`src/hdl/wsvf_pkg.sv`:
```
// Shared types, field widths, register codes and reset values of the wheel
// stroke and velocity filter. Used by the channel interfaces and the top level.
// Has no dependencies.
package wsvf_pkg;

	// Field widths.
	localparam int WHEEL_W  = 3;
	localparam int MV_W     = 13;
	localparam int STROKE_W = 10;
	localparam int RETAIN_W = 16;
	localparam int GAIN_W   = 20;
	localparam int POS_W    = 10;
	localparam int VEL_W    = 16;

	// Datapath widths of the scaling and filter arithmetic.
	localparam int PROD_W  = MV_W + STROKE_W;
	localparam int DELTA_W = POS_W + 1;
	localparam int ACC_W   = 34;
	localparam int FRAC_W  = 16;

	// Bit-serial step counts of the scaling multiply, the divide and the filter.
	localparam int MUL_STEPS = STROKE_W;
	localparam int DIV_STEPS = PROD_W;
	localparam int VEL_STEPS = GAIN_W;

	// Default number of wheels.
	localparam int WHEELS_DEFAULT = 6;

	typedef logic [WHEEL_W-1:0]       wheel_t;
	typedef logic [MV_W-1:0]          mv_t;
	typedef logic [POS_W-1:0]         pos_t;
	typedef logic signed [VEL_W-1:0]  vel_t;

	localparam pos_t POS_MAX = '1;
	localparam vel_t VEL_MAX = 16'sh7FFF;
	localparam vel_t VEL_MIN = 16'sh8000;

	// Configuration port.
	localparam int CFG_IDX_W  = 3;
	localparam int CFG_DATA_W = 20;

	localparam logic [CFG_IDX_W-1:0] REG_MIN_MV      = 3'd0;
	localparam logic [CFG_IDX_W-1:0] REG_MAX_MV      = 3'd1;
	localparam logic [CFG_IDX_W-1:0] REG_FULL_STROKE = 3'd2;
	localparam logic [CFG_IDX_W-1:0] REG_RETAIN_COEF = 3'd3;
	localparam logic [CFG_IDX_W-1:0] REG_DIFF_GAIN   = 3'd4;

	// Register reset values.
	localparam mv_t                   MIN_MV_RESET      = 13'd500;
	localparam mv_t                   MAX_MV_RESET      = 13'd4500;
	localparam logic [STROKE_W-1:0]   FULL_STROKE_RESET = 10'd485;
	localparam logic [RETAIN_W-1:0]   RETAIN_RESET      = 16'd59578;
	localparam logic [GAIN_W-1:0]     GAIN_RESET        = 20'd297890;

endpackage

```
`src/hdl/wsvf_sample_if.sv`:
```
// Input channel of the wheel stroke and velocity filter: one sensor sample.
// Depends on wsvf_pkg.
interface wsvf_sample_if;
	logic              valid;
	logic              ready;
	wsvf_pkg::wheel_t  wheel;
	wsvf_pkg::mv_t     sample_mv;

	modport source (output valid, output wheel, output sample_mv, input ready);
	modport sink   (input valid, input wheel, input sample_mv, output ready);
endinterface

```
`src/hdl/wsvf_result_if.sv`:
```
// Output channel of the wheel stroke and velocity filter: one result per sample.
// Depends on wsvf_pkg.
interface wsvf_result_if;
	logic              valid;
	logic              ready;
	wsvf_pkg::wheel_t  wheel_out;
	wsvf_pkg::pos_t    position_mm;
	wsvf_pkg::vel_t    velocity;
	wsvf_pkg::pos_t    avg_height;
	wsvf_pkg::vel_t    avg_velocity;
	logic              range_error;

	modport source (output valid, output wheel_out, output position_mm, output velocity,
		output avg_height, output avg_velocity, output range_error, input ready);
	modport sink   (input valid, input wheel_out, input position_mm, input velocity,
		input avg_height, input avg_velocity, input range_error, output ready);
endinterface

```
`src/hdl/wsvf_cfg_if.sv`:
```
// Configuration write channel of the wheel stroke and velocity filter.
// Depends on wsvf_pkg.
interface wsvf_cfg_if;
	logic                                valid;
	logic                                ready;
	logic [wsvf_pkg::CFG_IDX_W-1:0]      index;
	logic [wsvf_pkg::CFG_DATA_W-1:0]     data;

	modport source (output valid, output index, output data, input ready);
	modport sink   (input valid, input index, input data, output ready);
endinterface

```
`src/hdl/wheel_stroke_velocity_filter_unit.sv`:
```
// Top level of the wheel stroke and velocity filter: sequencer and bit-serial datapath.
// Depends on wsvf_pkg and the interfaces wsvf_sample_if, wsvf_result_if, wsvf_cfg_if.

// One sample is taken at a time: the next one is accepted only back in the
// idle state, after the last result has been computed. The work is done by
// the bit-serial arithmetic: 10 shift-add steps scale the millivolt offset
// by the full stroke, 23 restoring steps divide by the sensor span, 20
// shift-add steps form the filtered velocity, and one restoring step per bit
// of the velocity sum, which is 16 plus ceil(log2(WHEELS)) bits wide,
// produces both wheel averages. A finished result sits in an output register,
// so the next sample is taken while it waits. Configuration writes are taken
// at any time and belong in the gaps between samples.
module wheel_stroke_velocity_filter_unit #(
	parameter int WHEELS = wsvf_pkg::WHEELS_DEFAULT
) (
	input  logic                  clk,
	input  logic                  arst_n,
	wsvf_cfg_if.sink              cfg,
	wsvf_sample_if.sink           samples,
	wsvf_result_if.source         results
);

	localparam int IDX_W     = (WHEELS > 1) ? $clog2(WHEELS) : 1;
	localparam int PSUM_W    = wsvf_pkg::POS_W + $clog2(WHEELS);
	localparam int VSUM_W    = wsvf_pkg::VEL_W + $clog2(WHEELS);
	localparam int AVG_STEPS = VSUM_W;
	localparam int RW        = $clog2(WHEELS) + 2;
	localparam int MAX_STEPS = (wsvf_pkg::DIV_STEPS > AVG_STEPS) ?
		wsvf_pkg::DIV_STEPS : AVG_STEPS;
	localparam int CNT_W     = $clog2(MAX_STEPS);
	localparam int QW        = wsvf_pkg::ACC_W - wsvf_pkg::FRAC_W;
	localparam int MV_W      = wsvf_pkg::MV_W;
	localparam int PROD_W    = wsvf_pkg::PROD_W;
	localparam int POS_W     = wsvf_pkg::POS_W;
	localparam int VEL_W     = wsvf_pkg::VEL_W;
	localparam int ACC_W     = wsvf_pkg::ACC_W;

	// Sequencer states.
	localparam logic [3:0] ST_IDLE = 4'd0;
	localparam logic [3:0] ST_MUL  = 4'd1;
	localparam logic [3:0] ST_DIV  = 4'd2;
	localparam logic [3:0] ST_PREP = 4'd3;
	localparam logic [3:0] ST_VEL  = 4'd4;
	localparam logic [3:0] ST_SUM  = 4'd5;
	localparam logic [3:0] ST_AVGL = 4'd6;
	localparam logic [3:0] ST_AVG  = 4'd7;
	localparam logic [3:0] ST_DONE = 4'd8;

	logic [3:0]        state_q;
	logic [CNT_W-1:0]  cnt_q;
	logic              res_valid_q;

	// Configuration registers.
	wsvf_pkg::mv_t                   min_q;
	wsvf_pkg::mv_t                   max_q;
	logic [wsvf_pkg::STROKE_W-1:0]   fs_q;
	logic [wsvf_pkg::RETAIN_W-1:0]   retain_q;
	logic [wsvf_pkg::GAIN_W-1:0]     gain_q;

	// Per-wheel state and running sums.
	wsvf_pkg::pos_t                  wpos_q [WHEELS];
	wsvf_pkg::vel_t                  wvel_q [WHEELS];
	logic [PSUM_W-1:0]               psum_q;
	logic signed [VSUM_W-1:0]        vsum_q;

	// Datapath registers.
	wsvf_pkg::wheel_t                wheel_q;
	logic                            err_q;
	logic                            zero_q;
	wsvf_pkg::mv_t                   span_q;
	logic [PROD_W-1:0]               prod_q;
	logic [PROD_W-1:0]               mcand_q;
	logic [wsvf_pkg::STROKE_W-1:0]   mplier_q;
	wsvf_pkg::mv_t                   rem_q;
	wsvf_pkg::pos_t                  pos_q;
	logic signed [ACC_W-1:0]         acc_q;
	logic signed [ACC_W-1:0]         ma_q;
	logic signed [ACC_W-1:0]         mb_q;
	logic [wsvf_pkg::RETAIN_W-1:0]   ra_q;
	logic [wsvf_pkg::GAIN_W-1:0]     rb_q;
	wsvf_pkg::pos_t                  res_pos_q;
	wsvf_pkg::vel_t                  res_vel_q;
	logic [VSUM_W-1:0]               pdiv_q;
	logic [VSUM_W-1:0]               vdiv_q;
	logic                            vneg_q;
	logic [RW-1:0]                   prem_q;
	logic [RW-1:0]                   vrem_q;

	// Output registers.
	wsvf_pkg::wheel_t                out_wheel_q;
	wsvf_pkg::pos_t                  out_pos_q;
	wsvf_pkg::vel_t                  out_vel_q;
	wsvf_pkg::pos_t                  out_avgh_q;
	wsvf_pkg::vel_t                  out_avgv_q;
	logic                            out_err_q;

	logic              take_sample;
	logic              load_result;
	logic              cnt_zero;
	logic [IDX_W-1:0]  widx;
	logic              wheel_ok;
	wsvf_pkg::mv_t     diff_mv;
	wsvf_pkg::pos_t    prev_pos;
	wsvf_pkg::vel_t    prev_vel;
	wsvf_pkg::pos_t    pos_new;
	logic signed [wsvf_pkg::DELTA_W-1:0] delta;
	logic [MV_W:0]     div_r2;
	logic              div_ge;
	logic signed [QW-1:0] acc_hi;
	logic              acc_fits;
	wsvf_pkg::vel_t    vel_sat;
	logic [RW-1:0]     p_r2;
	logic [RW-1:0]     v_r2;
	logic              p_ge;
	logic              v_ge;
	logic [VEL_W-1:0]  vquo;
	wsvf_pkg::vel_t    avgv;

	assign take_sample = samples.valid && samples.ready;
	assign load_result = (state_q == ST_DONE) && (!res_valid_q || results.ready);
	assign cnt_zero    = (cnt_q == '0);

	assign samples.ready = (state_q == ST_IDLE);
	assign cfg.ready     = 1'b1;

	// Wheel selection and the stored state of that wheel.
	assign widx     = IDX_W'(wheel_q);
	assign wheel_ok = (32'(wheel_q) < WHEELS);
	assign prev_pos = wheel_ok ? wpos_q[widx] : '0;
	assign prev_vel = wheel_ok ? wvel_q[widx] : '0;
	assign diff_mv  = samples.sample_mv - min_q;

	// One restoring step of the span divider.
	assign div_r2 = {rem_q, prod_q[PROD_W-1]};
	assign div_ge = (div_r2 >= {1'b0, span_q});

	// Quotient clamped to the 10-bit position range, forced to zero for an empty range
	// or a sample at or below the minimum.
	always_comb begin
		if (zero_q) begin
			pos_new = '0;
		end else if (|prod_q[PROD_W-1:POS_W]) begin
			pos_new = wsvf_pkg::POS_MAX;
		end else begin
			pos_new = prod_q[POS_W-1:0];
		end
	end
	assign delta = $signed({1'b0, pos_new}) - $signed({1'b0, prev_pos});

	// Drop the fraction bits and saturate the filter output to 16 bits.
	assign acc_hi   = acc_q[ACC_W-1:wsvf_pkg::FRAC_W];
	assign acc_fits = (&acc_hi[QW-1:VEL_W-1]) || !(|acc_hi[QW-1:VEL_W-1]);
	always_comb begin
		if (acc_fits) begin
			vel_sat = acc_hi[VEL_W-1:0];
		end else if (acc_hi[QW-1]) begin
			vel_sat = wsvf_pkg::VEL_MIN;
		end else begin
			vel_sat = wsvf_pkg::VEL_MAX;
		end
	end

	// One restoring step of each average divider, divisor WHEELS.
	assign p_r2 = {prem_q[RW-2:0], pdiv_q[VSUM_W-1]};
	assign v_r2 = {vrem_q[RW-2:0], vdiv_q[VSUM_W-1]};
	assign p_ge = (p_r2 >= RW'(WHEELS));
	assign v_ge = (v_r2 >= RW'(WHEELS));

	// Restore the sign of the velocity average.
	assign vquo = vdiv_q[VEL_W-1:0];
	assign avgv = vneg_q ? (~vquo + 1'b1) : vquo;

	// Sequencer, configuration registers, wheel state and running sums.
	always_ff @(posedge clk or negedge arst_n) begin
		if (!arst_n) begin
			state_q     <= ST_IDLE;
			cnt_q       <= '0;
			res_valid_q <= 1'b0;
			min_q       <= wsvf_pkg::MIN_MV_RESET;
			max_q       <= wsvf_pkg::MAX_MV_RESET;
			fs_q        <= wsvf_pkg::FULL_STROKE_RESET;
			retain_q    <= wsvf_pkg::RETAIN_RESET;
			gain_q      <= wsvf_pkg::GAIN_RESET;
			psum_q      <= '0;
			vsum_q      <= '0;
			for (int i = 0; i < WHEELS; i++) begin
				wpos_q[i] <= '0;
				wvel_q[i] <= '0;
			end
		end else begin
			if (cfg.valid && cfg.ready) begin
				case (cfg.index)
					wsvf_pkg::REG_MIN_MV:      min_q    <= cfg.data[MV_W-1:0];
					wsvf_pkg::REG_MAX_MV:      max_q    <= cfg.data[MV_W-1:0];
					wsvf_pkg::REG_FULL_STROKE: fs_q     <= cfg.data[wsvf_pkg::STROKE_W-1:0];
					wsvf_pkg::REG_RETAIN_COEF: retain_q <= cfg.data[wsvf_pkg::RETAIN_W-1:0];
					wsvf_pkg::REG_DIFF_GAIN:   gain_q   <= cfg.data[wsvf_pkg::GAIN_W-1:0];
					default: ;
				endcase
			end

			// A new result wins over the transfer of the old one.
			if (load_result) begin
				res_valid_q <= 1'b1;
			end else if (results.valid && results.ready) begin
				res_valid_q <= 1'b0;
			end

			if (!cnt_zero) begin
				cnt_q <= cnt_q - 1'b1;
			end

			case (state_q)
				ST_IDLE: begin
					if (take_sample) begin
						state_q <= ST_MUL;
						cnt_q   <= CNT_W'(wsvf_pkg::MUL_STEPS - 1);
					end
				end
				ST_MUL: begin
					if (cnt_zero) begin
						state_q <= ST_DIV;
						cnt_q   <= CNT_W'(wsvf_pkg::DIV_STEPS - 1);
					end
				end
				ST_DIV: begin
					if (cnt_zero) begin
						state_q <= ST_PREP;
					end
				end
				ST_PREP: begin
					state_q <= ST_VEL;
					cnt_q   <= CNT_W'(wsvf_pkg::VEL_STEPS - 1);
				end
				ST_VEL: begin
					if (cnt_zero) begin
						state_q <= ST_SUM;
					end
				end
				ST_SUM: begin
					state_q <= ST_AVGL;
					if (wheel_ok) begin
						psum_q <= psum_q - PSUM_W'(prev_pos) + PSUM_W'(pos_q);
						vsum_q <= vsum_q - VSUM_W'(prev_vel) + VSUM_W'(vel_sat);
						wpos_q[widx] <= pos_q;
						wvel_q[widx] <= vel_sat;
					end
				end
				ST_AVGL: begin
					state_q <= ST_AVG;
					cnt_q   <= CNT_W'(AVG_STEPS - 1);
				end
				ST_AVG: begin
					if (cnt_zero) begin
						state_q <= ST_DONE;
					end
				end
				ST_DONE: begin
					if (load_result) begin
						state_q <= ST_IDLE;
					end
				end
				default: begin
					state_q <= ST_IDLE;
				end
			endcase
		end
	end

	// Bit-serial datapath.
	always_ff @(posedge clk) begin
		case (state_q)
			ST_IDLE: begin
				if (take_sample) begin
					wheel_q  <= samples.wheel;
					err_q    <= (max_q <= min_q);
					zero_q   <= (max_q <= min_q) || (samples.sample_mv <= min_q);
					span_q   <= max_q - min_q;
					prod_q   <= '0;
					mcand_q  <= PROD_W'(diff_mv);
					mplier_q <= fs_q;
				end
			end
			// Shift-add multiply of the millivolt offset by the full stroke.
			ST_MUL: begin
				if (mplier_q[0]) begin
					prod_q <= prod_q + mcand_q;
				end
				mcand_q  <= mcand_q << 1;
				mplier_q <= mplier_q >> 1;
				rem_q    <= '0;
			end
			// Restoring divide by the span; the quotient shifts into prod_q.
			ST_DIV: begin
				rem_q  <= div_ge ? MV_W'(div_r2 - {1'b0, span_q}) : div_r2[MV_W-1:0];
				prod_q <= {prod_q[PROD_W-2:0], div_ge};
			end
			// Load the two filter products.
			ST_PREP: begin
				pos_q <= pos_new;
				acc_q <= '0;
				ma_q  <= ACC_W'(prev_vel);
				mb_q  <= ACC_W'(delta);
				ra_q  <= retain_q;
				rb_q  <= gain_q;
			end
			// Both products accumulate one multiplier bit per cycle.
			ST_VEL: begin
				acc_q <= acc_q + (ra_q[0] ? ma_q : '0) + (rb_q[0] ? mb_q : '0);
				ma_q  <= ma_q <<< 1;
				mb_q  <= mb_q <<< 1;
				ra_q  <= ra_q >> 1;
				rb_q  <= rb_q >> 1;
			end
			ST_SUM: begin
				res_pos_q <= wheel_ok ? pos_q : '0;
				res_vel_q <= wheel_ok ? vel_sat : '0;
			end
			ST_AVGL: begin
				pdiv_q <= VSUM_W'(psum_q);
				vneg_q <= vsum_q[VSUM_W-1];
				vdiv_q <= vsum_q[VSUM_W-1] ? VSUM_W'(-vsum_q) : VSUM_W'(vsum_q);
				prem_q <= '0;
				vrem_q <= '0;
			end
			// Restoring divide of both sums by the wheel count.
			ST_AVG: begin
				prem_q <= p_ge ? (p_r2 - RW'(WHEELS)) : p_r2;
				vrem_q <= v_ge ? (v_r2 - RW'(WHEELS)) : v_r2;
				pdiv_q <= {pdiv_q[VSUM_W-2:0], p_ge};
				vdiv_q <= {vdiv_q[VSUM_W-2:0], v_ge};
			end
			ST_DONE: begin
				if (load_result) begin
					out_wheel_q <= wheel_q;
					out_pos_q   <= res_pos_q;
					out_vel_q   <= res_vel_q;
					out_avgh_q  <= pdiv_q[POS_W-1:0];
					out_avgv_q  <= avgv;
					out_err_q   <= err_q;
				end
			end
			default: ;
		endcase
	end

	assign results.valid        = res_valid_q;
	assign results.wheel_out    = out_wheel_q;
	assign results.position_mm  = out_pos_q;
	assign results.velocity     = out_vel_q;
	assign results.avg_height   = out_avgh_q;
	assign results.avg_velocity = out_avgv_q;
	assign results.range_error  = out_err_q;

`ifndef SYNTHESIS
	// A sample transfer always starts the scaling multiply.
	a_start_mul: assert property (@(posedge clk) disable iff (!arst_n)
		take_sample |=> (state_q == ST_MUL))
		else $error("sample transfer did not start the multiply");

	// A wheel out of range leaves the running sums untouched.
	a_sums_hold: assert property (@(posedge clk) disable iff (!arst_n)
		((state_q == ST_SUM) && !wheel_ok) |=> ($stable(psum_q) && $stable(vsum_q)))
		else $error("running sums changed for a wheel out of range");

	// A wheel out of range reports zero position and velocity.
	a_bad_wheel: assert property (@(posedge clk) disable iff (!arst_n)
		(results.valid && (32'(results.wheel_out) >= WHEELS)) |->
		((results.position_mm == '0) && (results.velocity == '0)))
		else $error("nonzero result for a wheel out of range");

	// An empty sensor range always reports position zero.
	a_range_err: assert property (@(posedge clk) disable iff (!arst_n)
		(results.valid && results.range_error) |-> (results.position_mm == '0))
		else $error("nonzero position with a range error");
`endif

endmodule

```
`src/flat_wrapper.sv`:
```
// flat-port wrapper written by rule: the top's interface ports become plain ports
module wheel_stroke_velocity_filter_unit_flat 
#(
	parameter int WHEELS = wsvf_pkg::WHEELS_DEFAULT
)
  (clk, arst_n, cfg_valid, cfg_index, cfg_data, cfg_ready, samples_valid, samples_wheel, samples_sample_mv, samples_ready, results_valid, results_wheel_out, results_position_mm, results_velocity, results_avg_height, results_avg_velocity, results_range_error, results_ready);
  wsvf_cfg_if cfg_i ();
  wsvf_sample_if samples_i ();
  wsvf_result_if results_i ();
  input  logic clk;
  input  logic arst_n;
  input wire logic [$bits(cfg_i.valid)-1:0] cfg_valid;
  input wire logic [$bits(cfg_i.index)-1:0] cfg_index;
  input wire logic [$bits(cfg_i.data)-1:0] cfg_data;
  output wire logic [$bits(cfg_i.ready)-1:0] cfg_ready;
  input wire logic [$bits(samples_i.valid)-1:0] samples_valid;
  input wire logic [$bits(samples_i.wheel)-1:0] samples_wheel;
  input wire logic [$bits(samples_i.sample_mv)-1:0] samples_sample_mv;
  output wire logic [$bits(samples_i.ready)-1:0] samples_ready;
  output wire logic [$bits(results_i.valid)-1:0] results_valid;
  output wire logic [$bits(results_i.wheel_out)-1:0] results_wheel_out;
  output wire logic [$bits(results_i.position_mm)-1:0] results_position_mm;
  output wire logic [$bits(results_i.velocity)-1:0] results_velocity;
  output wire logic [$bits(results_i.avg_height)-1:0] results_avg_height;
  output wire logic [$bits(results_i.avg_velocity)-1:0] results_avg_velocity;
  output wire logic [$bits(results_i.range_error)-1:0] results_range_error;
  input wire logic [$bits(results_i.ready)-1:0] results_ready;
  assign cfg_i.valid = cfg_valid;
  assign cfg_i.index = cfg_index;
  assign cfg_i.data = cfg_data;
  assign cfg_ready = cfg_i.ready;
  assign samples_i.valid = samples_valid;
  assign samples_i.wheel = samples_wheel;
  assign samples_i.sample_mv = samples_sample_mv;
  assign samples_ready = samples_i.ready;
  assign results_valid = results_i.valid;
  assign results_wheel_out = results_i.wheel_out;
  assign results_position_mm = results_i.position_mm;
  assign results_velocity = results_i.velocity;
  assign results_avg_height = results_i.avg_height;
  assign results_avg_velocity = results_i.avg_velocity;
  assign results_range_error = results_i.range_error;
  assign results_i.ready = results_ready;
  wheel_stroke_velocity_filter_unit #(.WHEELS(WHEELS)) u_core (.clk(clk), .arst_n(arst_n), .cfg(cfg_i), .samples(samples_i), .results(results_i));
endmodule
```
`config.mk`:
```
export PLATFORM = sky130hd
export DESIGN_NAME = wheel_stroke_velocity_filter_unit_flat
export DESIGN_NICKNAME = d
export VERILOG_FILES = /design/src/hdl/wsvf_pkg.sv /design/src/hdl/wsvf_sample_if.sv /design/src/hdl/wsvf_result_if.sv /design/src/hdl/wsvf_cfg_if.sv /design/src/hdl/wheel_stroke_velocity_filter_unit.sv /design/src/flat_wrapper.sv
export SDC_FILE = /design/constraint.sdc
export NUM_CORES = 1
export LEC_CHECK = 0
export BUFFER_PORTS_ARGS = -buffer_cell sky130_fd_sc_hd__buf_2
export CORE_ASPECT_RATIO = 1.5
export CORE_MARGIN = 5
export CORE_UTILIZATION = 36
export DETAILED_ROUTE_END_ITERATION = 10
export PLACE_DENSITY_LB_ADDON = 0.25
export SETUP_SLACK_MARGIN = 0.1
export SLEW_MARGIN = 15
export SYNTH_ARGS = -nofsm -noshare
export SYNTH_HDL_FRONTEND = slang
export SYNTH_SLANG_ARGS = --single-unit
```
`constraint.sdc`:
```
create_clock -name clk -period 8.66 [get_ports clk]
set_input_delay 2.165 -clock clk [delete_from_list [all_inputs] [get_ports clk]]
set_output_delay 2.165 -clock clk [all_outputs]
set_load 0.01 [all_outputs]
```
# Word-level counts from Yosys, hierarchy flattened
# Cells that the tools add are included.
# word_totals
reg_bits	634
inputBits	44
romBits	0
latchBits	0
n_memories	0
elab_cells	181
mem_bits_rw	0
# op_classes
div	0
n_mul	0
magnitude_cmp	8
shifts	0
add_sub_neg	16
eq_ne	19
bitwise_logic	2
mux	55
n_reduce_logical	32
# ops
operator	count
$pmux W34 S2	3
$mux W16	7
$bwmux W96	1
$pmux W19 S2	2
$mux W10	7
$mux W23	3
$pmux W23 S3	1
$add A34 B34 Y34	2
$mux W34	2
$bwmux W60	1
$bmux W16 S3	1
$demux W16 S3	1
$pmux W23 S2	1
$pmux W20 S2	1
$sub A13 B13 Y13	3
$pmux W4 S9	1
$mux W4	8
$pmux W16 S2	1
$bmux W10 S3	1
$demux W10 S3	1
$le A13 B13 Y1	2
$pmux W13 S2	1
$add A23 B23 Y23	1
$pmux W10 S2	1
44 further kinds	79

# Depth between registers and ports, before layout
# Gate-level depths: netlist of run 1.
# depth
depth_word	7
depth_mapped	19

# Worst setup path after synthesis of run 1
# Ideal clock, no wire load.
# synth_path
path_type	reg-to-reg
startpoint	register u_core.state_q[0]
endpoint	register u_core.acc_q[0], enable pin
path_buffers	4
setup_ns	1.178
arrival_time_ns	3.928
synth_period_minus_slack_ns	5.106
stages_incl_launch_ff	8
setup_slack_ns	3.554
required_time_ns	7.482
cell_sequence	dfrtp_1 clkbuf_1 clkbuf_1 nor2_1 nand2_1 clkbuf_1 clkbuf_1 nand2_1
# synth_via
elab_chain_len	2
# synth_rtl
element	line_no	text
start, declared	wheel_stroke_velocity_filter_unit.sv:49	logic [3:0] state_q;
start signal, assigned	wheel_stroke_velocity_filter_unit.sv:176	state_q <= ST_IDLE;
start signal, assigned	wheel_stroke_velocity_filter_unit.sv:216	state_q <= ST_MUL;
start signal, assigned	wheel_stroke_velocity_filter_unit.sv:222	state_q <= ST_DIV;
$eq A4 B2 Y1 or $eq A4 B3 Y1 (tied branches)	wheel_stroke_velocity_filter_unit.sv:272	case (state_q)
$reduce_bool A2 Y1 (no line) *	-	
end signal, assigned	wheel_stroke_velocity_filter_unit.sv:309	acc_q <= acc_q + (ra_q[0] ? ma_q : '0) + (rb_q[0] ? mb_q : '0);
end, declared	wheel_stroke_velocity_filter_unit.sv:76	logic signed [ACC_W-1:0] acc_q;
# Mark *: on every way between the ends. The rest lies on a longest branch, timed or not.
# A chain may end at the register's enable or synchronous reset.

# Worst setup path in the final report of run 1
# layout_path
startpoint	register u_core.acc_q[32]
endpoint	register u_core.vsum_q[17]
# layout_via
elab_chain_len	5
# layout_rtl
element	line_no	text
$reduce_or A3 Y1	wheel_stroke_velocity_filter_unit.sv:152	assign acc_fits = (&acc_hi[QW-1:VEL_W-1]) || !(|acc_hi[QW-1:VEL_W-1]);
$logic_not A1 Y1	wheel_stroke_velocity_filter_unit.sv:152	
$logic_or A1 B1 Y1 *	wheel_stroke_velocity_filter_unit.sv:152	
$mux W16 *	wheel_stroke_velocity_filter_unit.sv:154	if (acc_fits) begin
via u_core.vel_sat[1]	wheel_stroke_velocity_filter_unit.sv:111	wsvf_pkg::vel_t vel_sat;
$add A19 B16 Y19 *	wheel_stroke_velocity_filter_unit.sv:244	vsum_q <= vsum_q - VSUM_W'(prev_vel) + VSUM_W'(vel_sat);
end signal, assigned	wheel_stroke_velocity_filter_unit.sv:244	
end, declared	wheel_stroke_velocity_filter_unit.sv:64	logic signed [VSUM_W-1:0] vsum_q;
# The timed path passes the listed nets; every way through them passes the cells marked *.

==> metrics.txt, run 1 <==
arrival time at the worst endpoint=5550 ps; area share of the leading cell type in the synthesized netlist=approximately 33%; wire per inst=17.6 um; relative area change from synthesis to final layout=12.6%; CTS Hold Buffers Added=0; overall power after layout=about 17 mW; Worst Path Required=about 9000 ps; clock slew at the register clock pins of the worst setup and hold paths=roughly 60 ps; count of boundary I/O pins=roughly 100; share of synthesized registers carrying an async set or reset=between 40 and 50%; cell type with the largest total area after synthesis=sky130_fd_sc_hd__edfxtp_1; Hold Path Depth=0; Max IR drop VDD=0.228 mV; Post-Syn Instances=around 3,200; result of the run=complete, no violations; Setup TNS=0 ps; placement-stage cell area=35,400 um2; commonest cells after routing, fill and taps aside=599 x sky130_fd_sc_hd__nand2_1, 364 x sky130_fd_sc_hd__edfxtp_1, 327 x sky130_fd_sc_hd__o21ai_0; Comb pwr share=approximately half; area enclosed by the die boundary=between 90,000 and 100,000 um2; Internal Power=around 9.9 mW; number of antenna cells inserted=0; filler instances=9,138; Initial Utilization=between 30% and 40%; via count=around 23,000; dominant cells by area after synthesis=sky130_fd_sc_hd__edfxtp_1 33%, sky130_fd_sc_hd__dfrtp_1 18%, sky130_fd_sc_hd__nand2_1 6.7%; number of rows created at floorplan=~140; # clock sinks=approximately 630; grt total ovfl=0; maximum fanout count along the critical path=31; number of enable-type register cells in the synthesized netlist=approximately 360; post-synth design cell area=~34,000 um2; horizontal extent of the die=approximately 260 um; routability-driven placement congestion ratio=between 0.8 and 0.9; clock tree from TritonCTS=built; DP Wirelength=57.0 mm; post-route standard cell area excluding fillers=about 38,000 um2; transition time of the tightest slew-check pin=approximately 1000 ps; largest clock skew in the final design=approximately 34 ps; crit-path max cell delay=about 720 ps; initial antenna violation count=2; startpoint class of the critical path=flip-flop; number of buffers created by CTS=69; final slew viol count=0; DRT antenna net count=0; Min-Delay Path Class=reg2reg; Max-Cap Viols=0; switching share of total power=between 40% and 50%; Peak Freq=~200 MHz; count of unresolved DRC violations after routing=0; leak pwr=15.9 nW; synth warn=0; number of setup buffers added after CTS=0; number of endpoints failing setup at the final stage=0; clock group share of total power=17.5%; Final Hold Vio Count=0; Synth Area per Inst=10.3 um2; setup repair after global routing missed its margin=false; post-synth net total=~3,500; global-route wire length before repair=130 mm; master cell of the clock root buffer=sky130_fd_sc_hd__clkbuf_16; register area share after synthesis=52.9%; count of port buffers added during placement=~100; DRC marker count from the first detailed-route iteration=between 1,000 and 1,500; final clock period utilization by the worst path=58.6%; Tot GR Track Use=16.3%; share of post-route cells with drive strength above 1=between 10% and 20%; reported net switching power=7.13 mW; minimum period implied by the final worst setup slack=between 5000 and 6000 ps; number of optimization iterations in the first detailed-route pass=5; number of nets at the end of the flow=approximately 3,600; most used flip-flop cell after synthesis=sky130_fd_sc_hd__edfxtp_1; cell type with the highest occurrence count on the critical path=sky130_fd_sc_hd__o21ai_0; placeable core area=92,700 um2; power density cells=452 nW/um2; Resized Gates After CTS=0; number of synthesized register bits=634; critical path start-end classification=reg2reg; count of distinct cell types in the synthesized netlist=70; sum of routed wire length over all layers=roughly 80 mm; cell type of the slowest stage on the worst timing path=sky130_fd_sc_hd__a21oi_1; cells traversed along the worst timing path=inv_1 -> o21ai_0 -> a21oi_1 -> inv_1 -> fa_1 -> ha_1 -> a211oi_1 -> nor2_1 -> or3b_2 -> a221o_1 -> a221oi_1 -> o21ai_0 -> xnor2_1 -> o21ai_0; largest net degree at the start of global routing=about 130; worst-case clock buffer depth=3; final cell utilization of the core=about two fifths; sequential cell fraction of total power=33.1%; Slew HR=31.6%; vias in the first global route=23,333; insertion delay of the later-clocked pin in the worst-skew pair=around 640 ps; vias per std cell=5.02; Die Height=between 300 and 400 um; H-tree depth reported by CTS=3; Setup crit end kind=flip-flop; commonest non-fill, non-tap cell in the layout=sky130_fd_sc_hd__nand2_1; logic depth of the worst register-to-register path=14
==> worst max-delay path, delay by kind of cell (launching register included) <==
kind	cells	cell delay, ps
compound gates	7	2230
xor+xnor	1	150
fa+ha+maj	2	840
buf+inv	2	760
flops	1	350
simple gates	2	590
==> power groups by stage <==
stage	clock network [mW]	logic, mW	registers, mW
CTS	3.08	8.53	5.65
global placement	0	8.40	5.69
detailed placement	0	8.49	5.71
finish	2.99	8.43	5.64
global route	3.19	9.63	5.78
floorplan	0	6.61	5.43
==> flip-flops by register name, indices dropped and copies added (netlist names), 20 cells and up <==
register,count
u_core.ma_q,34
u_core.mb_q,34
u_core.rb_q,20
u_core.wpos_q,60
u_core.prod_q,23
u_core.mcand_q,23
u_core.acc_q,34
u_core.wvel_q,96
u_core.gain_q,20
==> stage by stage <==
| step | hold slack (ps) | worst slack [ps] | instances |
|---|---|---|---|
| finish | 415 | 3580 | 4620 |
| global route | 428 | 3080 | 4620 |
| CTS | 416 | 3570 | 4620 |
| detailed placement | 405 | 3580 | 4492 |
| global placement | 404 | 3580 | 4492 |
| floorplan | 400 | 3550 | 3246 |
==> worst paths after layout <==
path / start / to / slack, ps
setup reg to reg: u_core.acc_q[32]$_SDFFCE_PN0P_ / u_core.vsum_q[17]$_DFFE_PN0P_ / 3580
setup / recovery: u_core.acc_q[32]$_SDFFCE_PN0P_ / u_core.vsum_q[17]$_DFFE_PN0P_ / 3580
max in group asynchronous: arst_n / u_core.wvel_q[13]$_DFFE_PN0P_ / 5850
min in group asynchronous: arst_n / u_core.gain_q[13]$_DFFE_PN0P_ / 1520
hold reg to reg: u_core.res_pos_q[7]$_SDFFCE_PP0P_ / u_core.results.position_mm[7]$_DFFE_PP_ / 410
hold / removal: u_core.res_pos_q[7]$_SDFFCE_PP0P_ / u_core.results.position_mm[7]$_DFFE_PP_ / 410
==> final cells by class <==
| type | count | area (um2) | area share (%) |
|---|---|---|---|
| Multi-Input combinational cell | 2244 | 14500 | 38.4 |
| Timing Repair Buffer | 141 | 828 | 2.19 |
| Sequential cell | 634 | 17700 | 47.0 |
| Clock inverter | 34 | 302 | 0.799 |
| Inverter | 222 | 833 | 2.21 |
| Clock buffer | 94 | 2010 | 5.32 |
| Tap cell | 1251 | 1570 | 4.15 |
==> per-layer routing <==
layer | track usage (%) | up-vias | wire [um]
met3 | 2.43 | 123 | 3320
met1 | 20.3 | 11227 | 34200
met5 | 0 | - | 0
met2 | 29.3 | 420 | 41600
li1 | - | 11433 | -
met4 | 4.87 | 0 | 2090
==> cell families after synthesis <==
kind of cell	after synthesis	share of synthesized area, %
AOI/OAI and AO/OA	763	13.7
muxes	87	2.89
other	1	0.0112
and+or+nand+nor	1039	13.3
buffers and inverters	368	4.13
DFF	634	52.9
adders and majority gates	209	9.31
xor gates and xnor gates	145	3.79
==> Yosys cell counts (16+ instances only) <==
cell type and instances:
sky130_fd_sc_hd__nand2_1 602, sky130_fd_sc_hd__edfxtp_1 364, sky130_fd_sc_hd__o21ai_0 327, sky130_fd_sc_hd__dfrtp_1 236, sky130_fd_sc_hd__inv_1 222, sky130_fd_sc_hd__nor2_1 216, sky130_fd_sc_hd__a21oi_1 165, sky130_fd_sc_hd__ha_1 142
sky130_fd_sc_hd__clkbuf_1 138, sky130_fd_sc_hd__mux2_2 78, sky130_fd_sc_hd__xnor2_1 76, sky130_fd_sc_hd__xor2_1 69, sky130_fd_sc_hd__fa_1 67, sky130_fd_sc_hd__a22oi_1 55, sky130_fd_sc_hd__a21o_1 40, sky130_fd_sc_hd__nor3_1 36
sky130_fd_sc_hd__dfstp_2 34, sky130_fd_sc_hd__and2_1 29, sky130_fd_sc_hd__and3_1 24, sky130_fd_sc_hd__a221oi_1 23, sky130_fd_sc_hd__nor2b_1 23, sky130_fd_sc_hd__o21a_1 22, sky130_fd_sc_hd__nand3_1 21, sky130_fd_sc_hd__o31ai_1 20
sky130_fd_sc_hd__nand2b_1 18, sky130_fd_sc_hd__a211oi_1 16, sky130_fd_sc_hd__a31oi_1 16, sky130_fd_sc_hd__o21bai_1 16
Power figures use the tool's default switching activity.
==> run 2, diff against run 1 <==
--- a/config.mk
+++ b/config.mk
@@ -5,6 +5,7 @@
 export SDC_FILE = /design/constraint.sdc
 export NUM_CORES = 1
 export LEC_CHECK = 0
+export ABC_AREA = 1
 export BUFFER_PORTS_ARGS = -buffer_cell sky130_fd_sc_hd__buf_2
 export CORE_ASPECT_RATIO = 1.5
 export CORE_MARGIN = 5
==> constraint.sdc (replaced) <==
create_clock -name clk -period 5.1 [get_ports clk]
set_input_delay 1.275 -clock clk [delete_from_list [all_inputs] [get_ports clk]]
set_output_delay 1.275 -clock clk [all_outputs]
set_load 0.01 [all_outputs]
==> metrics.txt, run 2 <==
final cell utilization of the core=approximately 40%; Post-Syn Instances=around 4,300; DRT antenna net count=0; transition time of the tightest slew-check pin=around 1200 ps; count of distinct cell types in the synthesized netlist=53; count of unresolved DRC violations after routing=0; initial antenna violation count=1; share of post-route cells with drive strength above 1=7.54%; DP Wirelength=71.4 mm; leak pwr=18.9 nW; master cell of the clock root buffer=sky130_fd_sc_hd__clkbuf_16; Tot GR Track Use=a little under a fifth; number of synthesized register bits=634; clock tree from TritonCTS=built; register name with the most flops=u_core.wvel_q; area enclosed by the die boundary=around 110,000 um2; cell with the most instances after synthesis=sky130_fd_sc_hd__nand2_1; routability-driven placement congestion ratio=roughly 0.89; flip-flop count of the largest register, all copies and words added=96; # clock sinks=about 630; global-route wire length before repair=~160 mm; final clock period utilization by the worst path=77.0%; insertion delay of the later-clocked pin in the worst-skew pair=~660 ps; number of optimization iterations in the first detailed-route pass=6; via count=27,920; placement-stage cell area=37,800 um2; cell type with the highest occurrence count on the critical path=sky130_fd_sc_hd__nand2_1; vias per std cell=between 4 and 5; placeable core area=99,500 um2; count of port buffers added during placement=between 100 and 150; arrival time at the worst endpoint=4450 ps; Setup crit end kind=flip-flop; list of most frequent post-synthesis cells=1,448 x sky130_fd_sc_hd__nand2_1, 601 x sky130_fd_sc_hd__inv_1, 364 x sky130_fd_sc_hd__edfxtp_1; post-synth net total=about 4,600; filler instances=10,136; Peak Freq=~250 MHz; largest registers=u_core.wvel_q (96), u_core.wpos_q (60); wire per inst=approximately 17 um; overall power after layout=approximately 31 mW; result of the run=complete, no violations; most used flip-flop cell after synthesis=sky130_fd_sc_hd__edfxtp_1; H-tree depth reported by CTS=3; CTS Hold Buffers Added=0; clock slew at the register clock pins of the worst setup and hold paths=60 ps; number of standard cells in the layout, taps in and fillers out=around 5,800; post-route standard cell area excluding fillers=~40,000 um2; number of enable-type register cells in the synthesized netlist=approximately 360; Resized Gates After CTS=0; number of endpoints failing setup at the final stage=0; number of antenna cells inserted=0; maximum fanout count along the critical path=25; commonest cells after routing, fill and taps aside=1,447 x sky130_fd_sc_hd__nand2_1, 601 x sky130_fd_sc_hd__inv_1, 364 x sky130_fd_sc_hd__edfxtp_1; number of setup buffers added after CTS=0; share of synthesized registers carrying an async set or reset=42.6%; DRC marker count from the first detailed-route iteration=~1,900; power density cells=763 nW/um2; register area share after synthesis=roughly half; relative area change from synthesis to final layout=11.8%; cell type of the slowest stage on the worst timing path=sky130_fd_sc_hd__edfxtp_1; horizontal extent of the die=around 270 um; Setup TNS=0 ps; area share of the leading cell type in the synthesized netlist=30.4%; largest net degree at the start of global routing=105; Max-Cap Viols=0; commonest non-fill, non-tap cell in the layout=sky130_fd_sc_hd__nand2_1; Synth Area per Inst=approximately 8.3 um2; setup repair after global routing missed its margin=false; final slew viol count=0; Min-Delay Path Class=reg2reg; dominant cells by area after synthesis=sky130_fd_sc_hd__edfxtp_1 30%, sky130_fd_sc_hd__dfrtp_1 16%, sky130_fd_sc_hd__nand2_1 15%; largest clock skew in the final design=just under 40 ps; number of rows created at floorplan=between 100 and 150; Die Height=between 300 and 400 um; cells traversed along the worst timing path=nor2_1 -> nand2_1 -> inv_2 -> nand2_1 -> nand3_1 -> nor2_1 -> nand2_1 -> inv_1 -> fa_1 -> ha_1 -> nand2_1 -> inv_1 -> a21oi_1 -> o21ai_0 -> nand2_1 -> nand2_1 -> nand2_1 -> nand3_1 -> nand2_1; minimum period implied by the final worst setup slack=3930 ps; cell type with the largest total area after synthesis=sky130_fd_sc_hd__edfxtp_1; Slew HR=between 20% and 30%; Max IR drop VDD=0.350 mV; startpoint class of the critical path=flip-flop; post-placement cell count=around 5,600; count of boundary I/O pins=roughly 100; critical path start-end classification=reg2reg; number of buffers created by CTS=about 70; crit-path max cell delay=between 500 and 600 ps; worst-case clock buffer depth=3; vias in the first global route=between 20,000 and 30,000; synth warn=0; Initial Utilization=a little over a third; grt total ovfl=0; post-synth design cell area=35,900 um2; Worst Path Required=approximately 5600 ps; sum of routed wire length over all layers=97.7 mm; Final Hold Vio Count=0; number of nets at the end of the flow=roughly 4,700
run 2: final cells by class:
cell class	instances	area, um2	area share, %
clock buffers	87	1940	4.83
clock inverters	39	452	1.12
inverters	627	2350	5.86
multi-input cells	2937	15300	38.1
flip-flops and latches	634	17700	44.1
well taps	1296	1620	4.04
repair buffers	130	771	1.92
run 2: worst paths after layout:
kind                                              startpoint                                 endpoint  slack (ps)  cells past startpoint
max                              u_core.wheel_q[1]$_DFFE_PP_            u_core.vsum_q[16]$_DFFE_PN0P_        1170                     19
min                        u_core.res_pos_q[1]$_SDFFCE_PP0P_  u_core.results.position_mm[1]$_DFFE_PP_         420                      0
max reg2reg                      u_core.wheel_q[1]$_DFFE_PP_            u_core.vsum_q[16]$_DFFE_PN0P_        1170                     19
min reg2reg                u_core.res_pos_q[1]$_SDFFCE_PP0P_  u_core.results.position_mm[1]$_DFFE_PP_         420                      0
max in group asynchronous                             arst_n            u_core.vsum_q[17]$_DFFE_PN0P_        3440                      2
min in group asynchronous                             arst_n             u_core.gain_q[4]$_DFFE_PN0P_         600                      1
run 2: layer usage:
| metal | share of wire [%] | GRT usage, % | up-vias |
|---|---|---|---|
| met4 | 2.7 | 5.99 | 2 |
| met1 | 41 | 22.1 | 13268 |
| met3 | 3.5 | 2.20 | 126 |
| met2 | 52 | 34.0 | 509 |
| met5 | 0.0072 | 0 | - |
| li1 | - | - | 14015 |
run 2: critical path, delay by kind of cell, from the launching register on:
kind / cells / cell delay, ps
buffers and inverters: 3 / 590
AOI/OAI and AO/OA: 2 / 540
and+or+nand+nor: 12 / 1260
adders and majority gates: 2 / 850
DFF: 1 / 530
run 2: cells by family after synthesis:
group,synth area share [%]
DFF,49.4
buffers and inverters,8.13
xor gates and xnor gates,1.51
and+or+nand+nor,23.2
other,0.0104
adders and majority gates,8.68
muxes,0.0940
AOI/OAI and AO/OA,9.04
run 2: where the power goes:
group	leakage [nW]	internal, mW	switching [mW]	total, mW
clock network	1.16	3.00	2.28	5.29
logic	10.9	5.20	10.8	16.0
registers	6.89	8.14	1.23	9.37
run 2: metrics by stage:
| stage | worst slack (ps) | hold WS (ps) |
|---|---|---|
| floorplan | 488 | 400 |
| global route | 868 | 428 |
| detailed placement | 1230 | 405 |
| global placement | 1310 | 403 |
| finish | 1170 | 418 |
| CTS | 1200 | 418 |
